===== config.mk =====
export PLATFORM = sky130hd
export DESIGN_NAME = oversampled_uart_transceiver_flat
export DESIGN_NICKNAME = d
export VERILOG_FILES = /design/src/rtl/core/ouart_pkg.sv /design/src/rtl/core/ouart_in_if.sv /design/src/rtl/core/ouart_out_if.sv /design/src/rtl/core/ouart_tx.sv /design/src/rtl/core/ouart_rx.sv /design/src/rtl/core/oversampled_uart_transceiver.sv /design/src/flat_wrapper.sv
export SDC_FILE = /design/constraint.sdc
export NUM_CORES = 1
export LEC_CHECK = 0
export ABC_AREA = 1
export BUFFER_PORTS_ARGS = -buffer_cell sky130_fd_sc_hd__buf_2
export CORE_ASPECT_RATIO = 0.75
export CORE_MARGIN = 5
export CORE_UTILIZATION = 52
export CTS_BUF_LIST = sky130_fd_sc_hd__clkbuf_4
export CTS_CLUSTER_DIAMETER = 150
export DETAILED_ROUTE_END_ITERATION = 16
export GPL_TIMING_DRIVEN = 0
export PLACE_DENSITY = 0.72
export SLEW_MARGIN = 15
export SYNTH_ARGS = -nofsm -noshare
export SYNTH_HDL_FRONTEND = slang
export SYNTH_SLANG_ARGS = --single-unit
export TNS_END_PERCENT = 5

===== constraint.sdc =====
create_clock -name clk -period 2.5 [get_ports clk]
set_clock_uncertainty 0.05 [all_clocks]
set_input_delay 0.25 -clock clk [delete_from_list [all_inputs] [get_ports clk]]
set_output_delay 0.25 -clock clk [all_outputs]
set_load 0.03 [all_outputs]

===== src/rtl/core/ouart_pkg.sv =====
// shared types and constants for the oversampled uart transceiver
// no dependencies; used by the tx and rx units and the top level
package ouart_pkg;

  localparam int TICKS_PER_BIT_DEF = 3;
  localparam int DATA_BITS         = 8;
  localparam int FRAME_BITS        = DATA_BITS + 2;
  localparam int BIT_CNT_W         = $clog2(FRAME_BITS + 1);

  typedef enum logic [1:0] {
    PH_IDLE = 2'd0,
    PH_RUN  = 2'd1,
    PH_STOP = 2'd2
  } phase_t;

  typedef struct packed {
    logic level;
    logic accepted;
    logic busy;
  } tx_stat_t;

  typedef struct packed {
    logic                 valid;
    logic [DATA_BITS-1:0] data;
    logic                 busy;
  } rx_stat_t;

endpackage


===== src/rtl/core/ouart_in_if.sv =====
// request channel of the transceiver: one oversample tick per request
// no dependencies
interface ouart_in_if;
  logic       valid;
  logic       ready;
  logic       rx_level;
  logic       send_request;
  logic [7:0] tx_byte;

  modport source (output valid, output rx_level, output send_request, output tx_byte,
                  input ready);
  modport sink (input valid, input rx_level, input send_request, input tx_byte,
                output ready);
endinterface


===== src/rtl/core/ouart_out_if.sv =====
// result channel of the transceiver: line and status after each tick
// no dependencies
interface ouart_out_if;
  logic       valid;
  logic       ready;
  logic       tx_level;
  logic       send_accepted;
  logic       tx_busy;
  logic       rx_valid;
  logic [7:0] rx_byte;
  logic       rx_busy;

  modport source (output valid, output tx_level, output send_accepted, output tx_busy,
                  output rx_valid, output rx_byte, output rx_busy, input ready);
  modport sink (input valid, input tx_level, input send_accepted, input tx_busy,
                input rx_valid, input rx_byte, input rx_busy, output ready);
endinterface


===== src/rtl/core/ouart_tx.sv =====
// transmitter: frame shift register, tick counter and bit counter
// depends on ouart_pkg
module ouart_tx #(
  parameter int TICKS_PER_BIT = ouart_pkg::TICKS_PER_BIT_DEF
) (
  input  logic                                clk,
  input  logic                                rst_n,
  input  logic                                step,
  input  logic                                req,
  input  logic [ouart_pkg::DATA_BITS-1:0]     data,
  output ouart_pkg::tx_stat_t                 stat
);
  import ouart_pkg::*;

  localparam int TW = $clog2(TICKS_PER_BIT + 1);

  phase_t                 phase_r, phase_nxt;
  logic [TW-1:0]          cnt_r, cnt_nxt;
  logic [BIT_CNT_W-1:0]   bits_r, bits_nxt;
  logic [FRAME_BITS-1:0]  shift_r, shift_nxt;
  logic                   line_r, line_nxt;
  logic                   accepted;

  always_ff @(posedge clk) begin
    if (!rst_n) begin
      phase_r <= PH_IDLE;
      cnt_r   <= '0;
      bits_r  <= '0;
      line_r  <= 1'b1;
    end else begin
      phase_r <= phase_nxt;
      cnt_r   <= cnt_nxt;
      bits_r  <= bits_nxt;
      line_r  <= line_nxt;
    end
  end

  always_ff @(posedge clk) begin
    shift_r <= shift_nxt;
  end

  always_comb begin
    phase_nxt = phase_r;
    cnt_nxt   = cnt_r;
    bits_nxt  = bits_r;
    shift_nxt = shift_r;
    line_nxt  = line_r;
    accepted  = 1'b0;
    if (step) begin
      unique case (phase_r)
        PH_RUN: begin
          if (cnt_r == TW'(1)) begin
            line_nxt  = shift_r[0];
            shift_nxt = shift_r >> 1;
            bits_nxt  = bits_r - BIT_CNT_W'(1);
            if (bits_r == BIT_CNT_W'(1)) begin
              // stop period already counts this tick
              phase_nxt = PH_STOP;
              cnt_nxt   = TW'(TICKS_PER_BIT - 1);
            end else begin
              cnt_nxt = TW'(TICKS_PER_BIT);
            end
          end else begin
            cnt_nxt = cnt_r - TW'(1);
          end
        end
        PH_STOP: begin
          if (cnt_r == TW'(1)) begin
            phase_nxt = PH_IDLE;
          end else begin
            cnt_nxt = cnt_r - TW'(1);
          end
        end
        default: begin
          if (req) begin
            // start bit goes out on the accepting tick
            accepted  = 1'b1;
            line_nxt  = 1'b0;
            shift_nxt = {1'b0, 1'b1, data};
            cnt_nxt   = TW'(TICKS_PER_BIT);
            bits_nxt  = BIT_CNT_W'(FRAME_BITS - 1);
            phase_nxt = PH_RUN;
          end
        end
      endcase
    end
  end

  assign stat.level    = line_nxt;
  assign stat.accepted = accepted;
  assign stat.busy     = (phase_nxt != PH_IDLE);

  a_idle_line_high: assert property (@(posedge clk) disable iff (!rst_n)
    phase_r == PH_IDLE |-> line_r)
    else $error("tx line low while idle");

  a_cnt_nonzero: assert property (@(posedge clk) disable iff (!rst_n)
    phase_r != PH_IDLE |-> cnt_r != '0)
    else $error("tx tick counter zero in active phase");

endmodule


===== src/rtl/core/ouart_rx.sv =====
// receiver: start detect, sample counter, data shift and last byte holder
// depends on ouart_pkg
module ouart_rx #(
  parameter int TICKS_PER_BIT = ouart_pkg::TICKS_PER_BIT_DEF
) (
  input  logic                clk,
  input  logic                rst_n,
  input  logic                step,
  input  logic                rx_in,
  output ouart_pkg::rx_stat_t stat
);
  import ouart_pkg::*;

  localparam int RW = $clog2(TICKS_PER_BIT + 2);

  phase_t                 phase_r, phase_nxt;
  logic [RW-1:0]          cnt_r, cnt_nxt;
  logic [BIT_CNT_W-1:0]   bits_r, bits_nxt;
  logic [DATA_BITS-1:0]   shift_r, shift_nxt;
  logic [DATA_BITS-1:0]   last_r, last_nxt;
  logic                   got;

  always_ff @(posedge clk) begin
    if (!rst_n) begin
      phase_r <= PH_IDLE;
      cnt_r   <= '0;
      bits_r  <= '0;
      last_r  <= '0;
    end else begin
      phase_r <= phase_nxt;
      cnt_r   <= cnt_nxt;
      bits_r  <= bits_nxt;
      last_r  <= last_nxt;
    end
  end

  always_ff @(posedge clk) begin
    shift_r <= shift_nxt;
  end

  always_comb begin
    phase_nxt = phase_r;
    cnt_nxt   = cnt_r;
    bits_nxt  = bits_r;
    shift_nxt = shift_r;
    last_nxt  = last_r;
    got       = 1'b0;
    if (step) begin
      unique case (phase_r)
        PH_RUN: begin
          if (cnt_r == RW'(1)) begin
            shift_nxt = {rx_in, shift_r[DATA_BITS-1:1]};
            bits_nxt  = bits_r - BIT_CNT_W'(1);
            if (bits_r == BIT_CNT_W'(1)) begin
              phase_nxt = PH_STOP;
              cnt_nxt   = RW'(TICKS_PER_BIT - 1);
              last_nxt  = {rx_in, shift_r[DATA_BITS-1:1]};
              got       = 1'b1;
            end else begin
              cnt_nxt = RW'(TICKS_PER_BIT);
            end
          end else begin
            cnt_nxt = cnt_r - RW'(1);
          end
        end
        PH_STOP: begin
          if (cnt_r == RW'(1)) begin
            phase_nxt = PH_IDLE;
          end else begin
            cnt_nxt = cnt_r - RW'(1);
          end
        end
        default: begin
          // low line while idle: first sample lands mid first data bit
          if (!rx_in) begin
            phase_nxt = PH_RUN;
            cnt_nxt   = RW'(TICKS_PER_BIT + 1);
            bits_nxt  = BIT_CNT_W'(DATA_BITS);
            shift_nxt = '0;
          end
        end
      endcase
    end
  end

  assign stat.valid = got;
  assign stat.data  = last_nxt;
  assign stat.busy  = (phase_nxt != PH_IDLE);

  a_run_bits_left: assert property (@(posedge clk) disable iff (!rst_n)
    phase_r == PH_RUN |-> bits_r != '0)
    else $error("rx running with no bits left");

endmodule


===== src/rtl/core/oversampled_uart_transceiver.sv =====
// Full-duplex 8N1 UART stepped by oversample ticks, TICKS_PER_BIT ticks per bit.
// Each request is one tick carrying the sampled receive line and an optional byte
// to send; each request yields exactly one result with the transmit line level and
// the status after that tick. The tx and rx state advance in the cycle the request
// is taken and the result sits in an output register on the next cycle, so a new
// request is taken every clock while the result register is empty or being drained.
// A send is taken only when the transmitter is idle; the start bit appears on the
// same tick. The receiver samples the first data bit TICKS_PER_BIT+1 ticks after
// seeing the line low and has no stop-bit check.
// depends on ouart_pkg, ouart_in_if, ouart_out_if, ouart_tx and ouart_rx
module oversampled_uart_transceiver #(
  parameter int TICKS_PER_BIT = ouart_pkg::TICKS_PER_BIT_DEF
) (
  input logic         clk,
  input logic         rst_n,
  ouart_in_if.sink    in_chan,
  ouart_out_if.source out_chan
);
  import ouart_pkg::*;

  logic                 in_acc;
  logic                 out_valid_r, out_valid_nxt;
  tx_stat_t             tx_stat;
  rx_stat_t             rx_stat;
  tx_stat_t             tx_stat_r;
  rx_stat_t             rx_stat_r;

  assign in_chan.ready = !out_valid_r || out_chan.ready;
  assign in_acc        = in_chan.valid && in_chan.ready;

  ouart_tx #(.TICKS_PER_BIT(TICKS_PER_BIT)) u_tx (
    .clk   (clk),
    .rst_n (rst_n),
    .step  (in_acc),
    .req   (in_chan.send_request),
    .data  (in_chan.tx_byte),
    .stat  (tx_stat)
  );

  ouart_rx #(.TICKS_PER_BIT(TICKS_PER_BIT)) u_rx (
    .clk   (clk),
    .rst_n (rst_n),
    .step  (in_acc),
    .rx_in (in_chan.rx_level),
    .stat  (rx_stat)
  );

  always_comb begin
    out_valid_nxt = out_valid_r;
    if (in_acc) begin
      out_valid_nxt = 1'b1;
    end else if (out_chan.ready) begin
      out_valid_nxt = 1'b0;
    end
  end

  always_ff @(posedge clk) begin
    if (!rst_n) begin
      out_valid_r <= 1'b0;
    end else begin
      out_valid_r <= out_valid_nxt;
    end
  end

  always_ff @(posedge clk) begin
    if (in_acc) begin
      tx_stat_r <= tx_stat;
      rx_stat_r <= rx_stat;
    end
  end

  assign out_chan.valid         = out_valid_r;
  assign out_chan.tx_level      = tx_stat_r.level;
  assign out_chan.send_accepted = tx_stat_r.accepted;
  assign out_chan.tx_busy       = tx_stat_r.busy;
  assign out_chan.rx_valid      = rx_stat_r.valid;
  assign out_chan.rx_byte       = rx_stat_r.data;
  assign out_chan.rx_busy       = rx_stat_r.busy;

  a_result_follows: assert property (@(posedge clk) disable iff (!rst_n)
    in_acc |=> out_valid_r)
    else $error("request taken but no result registered");

endmodule

===== src/flat_wrapper.sv =====
// flat-port wrapper written by rule: the top's interface ports become plain ports
module oversampled_uart_transceiver_flat import ouart_pkg::*;
#(
  parameter int TICKS_PER_BIT = ouart_pkg::TICKS_PER_BIT_DEF
)
  (clk, rst_n, in_chan_valid, in_chan_rx_level, in_chan_send_request, in_chan_tx_byte, in_chan_ready, out_chan_valid, out_chan_tx_level, out_chan_send_accepted, out_chan_tx_busy, out_chan_rx_valid, out_chan_rx_byte, out_chan_rx_busy, out_chan_ready);
  ouart_in_if in_chan_i ();
  ouart_out_if out_chan_i ();
  input logic clk;
  input logic rst_n;
  input wire logic [$bits(in_chan_i.valid)-1:0] in_chan_valid;
  input wire logic [$bits(in_chan_i.rx_level)-1:0] in_chan_rx_level;
  input wire logic [$bits(in_chan_i.send_request)-1:0] in_chan_send_request;
  input wire logic [$bits(in_chan_i.tx_byte)-1:0] in_chan_tx_byte;
  output wire logic [$bits(in_chan_i.ready)-1:0] in_chan_ready;
  output wire logic [$bits(out_chan_i.valid)-1:0] out_chan_valid;
  output wire logic [$bits(out_chan_i.tx_level)-1:0] out_chan_tx_level;
  output wire logic [$bits(out_chan_i.send_accepted)-1:0] out_chan_send_accepted;
  output wire logic [$bits(out_chan_i.tx_busy)-1:0] out_chan_tx_busy;
  output wire logic [$bits(out_chan_i.rx_valid)-1:0] out_chan_rx_valid;
  output wire logic [$bits(out_chan_i.rx_byte)-1:0] out_chan_rx_byte;
  output wire logic [$bits(out_chan_i.rx_busy)-1:0] out_chan_rx_busy;
  input wire logic [$bits(out_chan_i.ready)-1:0] out_chan_ready;
  assign in_chan_i.valid = in_chan_valid;
  assign in_chan_i.rx_level = in_chan_rx_level;
  assign in_chan_i.send_request = in_chan_send_request;
  assign in_chan_i.tx_byte = in_chan_tx_byte;
  assign in_chan_ready = in_chan_i.ready;
  assign out_chan_valid = out_chan_i.valid;
  assign out_chan_tx_level = out_chan_i.tx_level;
  assign out_chan_send_accepted = out_chan_i.send_accepted;
  assign out_chan_tx_busy = out_chan_i.tx_busy;
  assign out_chan_rx_valid = out_chan_i.rx_valid;
  assign out_chan_rx_byte = out_chan_i.rx_byte;
  assign out_chan_rx_busy = out_chan_i.rx_busy;
  assign out_chan_i.ready = out_chan_ready;
  oversampled_uart_transceiver #(.TICKS_PER_BIT(TICKS_PER_BIT)) u_core (.clk(clk), .rst_n(rst_n), .in_chan(in_chan_i), .out_chan(out_chan_i));
endmodule

==> impl_results.md <==
- Initial antenna violation count: 0
- Die height: 72 um
- I/O pin count: 29
- Mean post-synth cell area: roughly 8.7 um^2
- Least-Margin Pin Slew: ~0.72 ns
- Overall die width: 92.7 um
- Slew Limit Fails: 0
- Outcome: finished, final reports clean
- Antenna viol nets, final: 0
- Sw Ratio: 0.283
- Clock tree sinks: 56
- CP Max Fanout: 14
- First-pass GRT wire length: just over 8000 um
- Period utilization: 0.817
- Final wirelength: approximately 4800 um
- Rows: 22
- Post-route minimum period: around 2.0 ns
- Pleak: 1.38 nW
- GRT Total Usage: 0.152
- CP required: 2.72 ns
- CTS tree: done
- DRC violations left: 0
- Worst Setup End Kind: flop
- WHS Path Cells: 2
- Netlist cell types: 28
- Final setup vio count: 0
- Pre-antenna DRT Iters: 4
- Clk slew on worst S/H paths: roughly 0.17 ns
- Core area: 4930 um^2
- Pwr Density: between 500 and 600 nW/um^2
- RSZ-0062 raised after global routing: no
- CP Data Arrival Time: about 2.3 ns
- Synth Instances: 306
- FF-to-FF path depth: 8
- Worst hold path class: input pin to flop
- WL/cell: between 10 and 15 um
- Crit path kind: flop to flop
- Area grow syn2layout: 10.5%
- Yosys warns: 0
- 1st-iter DRT viols: about 120
- Gr ovfl total: 0
- Maximum clock frequency: roughly 0.5 GHz
- Root Buffer: clkbuf_4
- # Post-CTS Setup Buffers: 0
- Sequential fraction of design power: 0.619
- CTS Hold Buffers Added: 0
- Clock power frac: 0.250
- Resized Gates After CTS: 0
- WHS: around 0.057 ns
- Post-route setup TNS: 0 ns
- Clock tree buffer depth: 2
- Most common cell after layout, fill and taps aside: nand2_1
- Routed via count: approximately 2000
- Fin nets: roughly 370
- Most frequent cells in the layout: nand2_1, inv_1, edfxtp_1
- Vias per Instance: 4.97
- Max cap viols: 0
- HPWL after detailed placement: ~3500 um
- H-tree depth: 2
- Post-Synthesis Cell Area: between 2000 and 3000 um^2
- CTS Buf Count: 5
- Vias in the first global route: ~1900
- Port Buffers: 28
- Setup crit start kind: flop
- Post-synthesis sequential area ratio: 0.530
- Internal cell power: 0.00120 W
- VDD IR max: around 0.00037 V
- GP Congestion: between 0.7 and 0.8
- Comb pwr share: 0.131
- FF+latch count, synth: 56
- Hold Violations, Final: 0
- Layout cells sized above 1: 0.175
- Slew HR: 0.520
- Die area: 6670 um^2
- Initial core utilization: 0.541
- Diode count: 0
- Psw: between 0.0004 and 0.0005 W
- Largest net degree at the start of global routing: 23
- Net Count, Synth: approximately 330
- Worst-Skew Late Latency: approximately 0.38 ns
- Worst R2R Setup Slack: 0.46 ns
## path summary, 6_finish.rpt
kind,start,to
max,u_core.u_tx.phase_r[1]$_SDFF_PN0_,u_core.u_tx.bits_r[3]$_SDFFE_PN0P_
min,rst_n,u_core.u_tx.line_r$_SDFF_PN1_
max reg2reg,u_core.u_tx.phase_r[1]$_SDFF_PN0_,u_core.u_tx.bits_r[3]$_SDFFE_PN0P_
min reg2reg,u_core.u_rx.bits_r[1]$_SDFFE_PN0P_,u_core.u_rx.bits_r[1]$_SDFFE_PN0P_
## layout make-up
type	instances	area [um^2]
Sequential cell	56	1410
Inverter	54	203
Buffer	6	30.0
Timing Repair Buffer	28	140
Clock buffer	5	37.5
Multi-Input combinational cell	190	1020
Clock inverter	3	27.5
Fill cell	426	1980
Tap cell	60	75.1
## per-stage QoR
| stage | instances | worst slack, ns | util | total power [W] | cell area (um^2) |
|---|---|---|---|---|---|
| after floorplan | 306 | 0.679 | - | 0.00121 | 2670 |
| final | 402 | 0.457 | 0.598 | 0.00168 | 2950 |
| after global placement | 394 | 0.533 | 0.585 | 0.00127 | 2880 |
| after detailed placement | 394 | 0.493 | 0.585 | 0.00128 | 2880 |
| after global routing | 402 | 0.332 | 0.598 | 0.00176 | 2950 |
| after CTS | 402 | 0.472 | 0.598 | 0.00169 | 2950 |
## worst max-delay path, stage by stage, from the launching register on
cell and delay [ns]:
dfxtp_1 0.41, inv_1 0.06, ha_1 0.27, inv_2 0.12, nor2_1 0.09, nor3_4 0.57
inv_1 0.20, nand2_1 0.11, a21oi_1 0.06
## cells by family after synthesis
kind of cell,synth area share
and+or+nand+nor,0.216
buffers and inverters,0.0873
DFF,0.530
AOI/OAI and AO/OA,0.101
adders and majority gates,0.0563
xor gates and xnor gates,0.00986
## power groups by stage
| stage | clock, W | combinational (W) | sequential, W |
|---|---|---|---|
| after floorplan | 0 | 0.000132 | 0.00108 |
| after global placement | 0 | 0.000213 | 0.00106 |
| after detailed placement | 0 | 0.000219 | 0.00106 |
| after CTS | 0.000435 | 0.000220 | 0.00104 |
| after global routing | 0.000465 | 0.000248 | 0.00104 |
| final | 0.000421 | 0.000219 | 0.00104 |
## Yosys cell counts
master | n | area, um^2
a21oi_1 | 19 | 95.1
a21oi_4 | 1 | 16.3
and2_1 | 1 | 6.26
buf_6 | 1 | 11.3
clkbuf_1 | 5 | 18.8
dfxtp_1 | 27 | 541
edfxtp_1 | 29 | 871
ha_1 | 12 | 150
inv_1 | 52 | 195
inv_2 | 2 | 7.51
nand2_1 | 79 | 297
nand2_2 | 3 | 18.8
nand2_4 | 1 | 11.3
nand3_1 | 10 | 50.1
nand3_2 | 1 | 10.0
nand4_1 | 4 | 25.0
nor2_1 | 22 | 82.6
nor2_2 | 3 | 18.8
nor2_4 | 2 | 22.5
nor2b_1 | 1 | 6.26
nor3_1 | 1 | 5.00
nor3_4 | 1 | 16.3
o211ai_1 | 1 | 7.51
o21ai_0 | 14 | 70.1
o21ai_1 | 2 | 10.0
o21ai_2 | 8 | 70.1
or2_2 | 1 | 6.26
xor2_1 | 3 | 26.3
## routing by layer
metal,GRT usage,vias to the layer above,share of wire
li1,-,1048,-
met2,0.241,39,0.44
met4,0.0439,0,0.0050
met3,0.0352,2,0.050
met5,0,-,0
met1,0.210,909,0.51
## flip-flops by register name (all words and copies together), names as in the netlist, 2 cells and up
signal                   count
u_core.u_tx.phase_r          2
u_core.u_rx.cnt_r            3
u_core.u_tx.shift_r          9
u_core.u_rx.shift_r          7
u_core.u_rx.last_r           8
u_core.u_tx.cnt_r            2
u_core.u_rx.bits_r           4
u_core.u_tx.bits_r           4
u_core.u_rx.phase_r          2
u_core.out_chan.rx_byte      8
(Power assumes the default switching activity.)
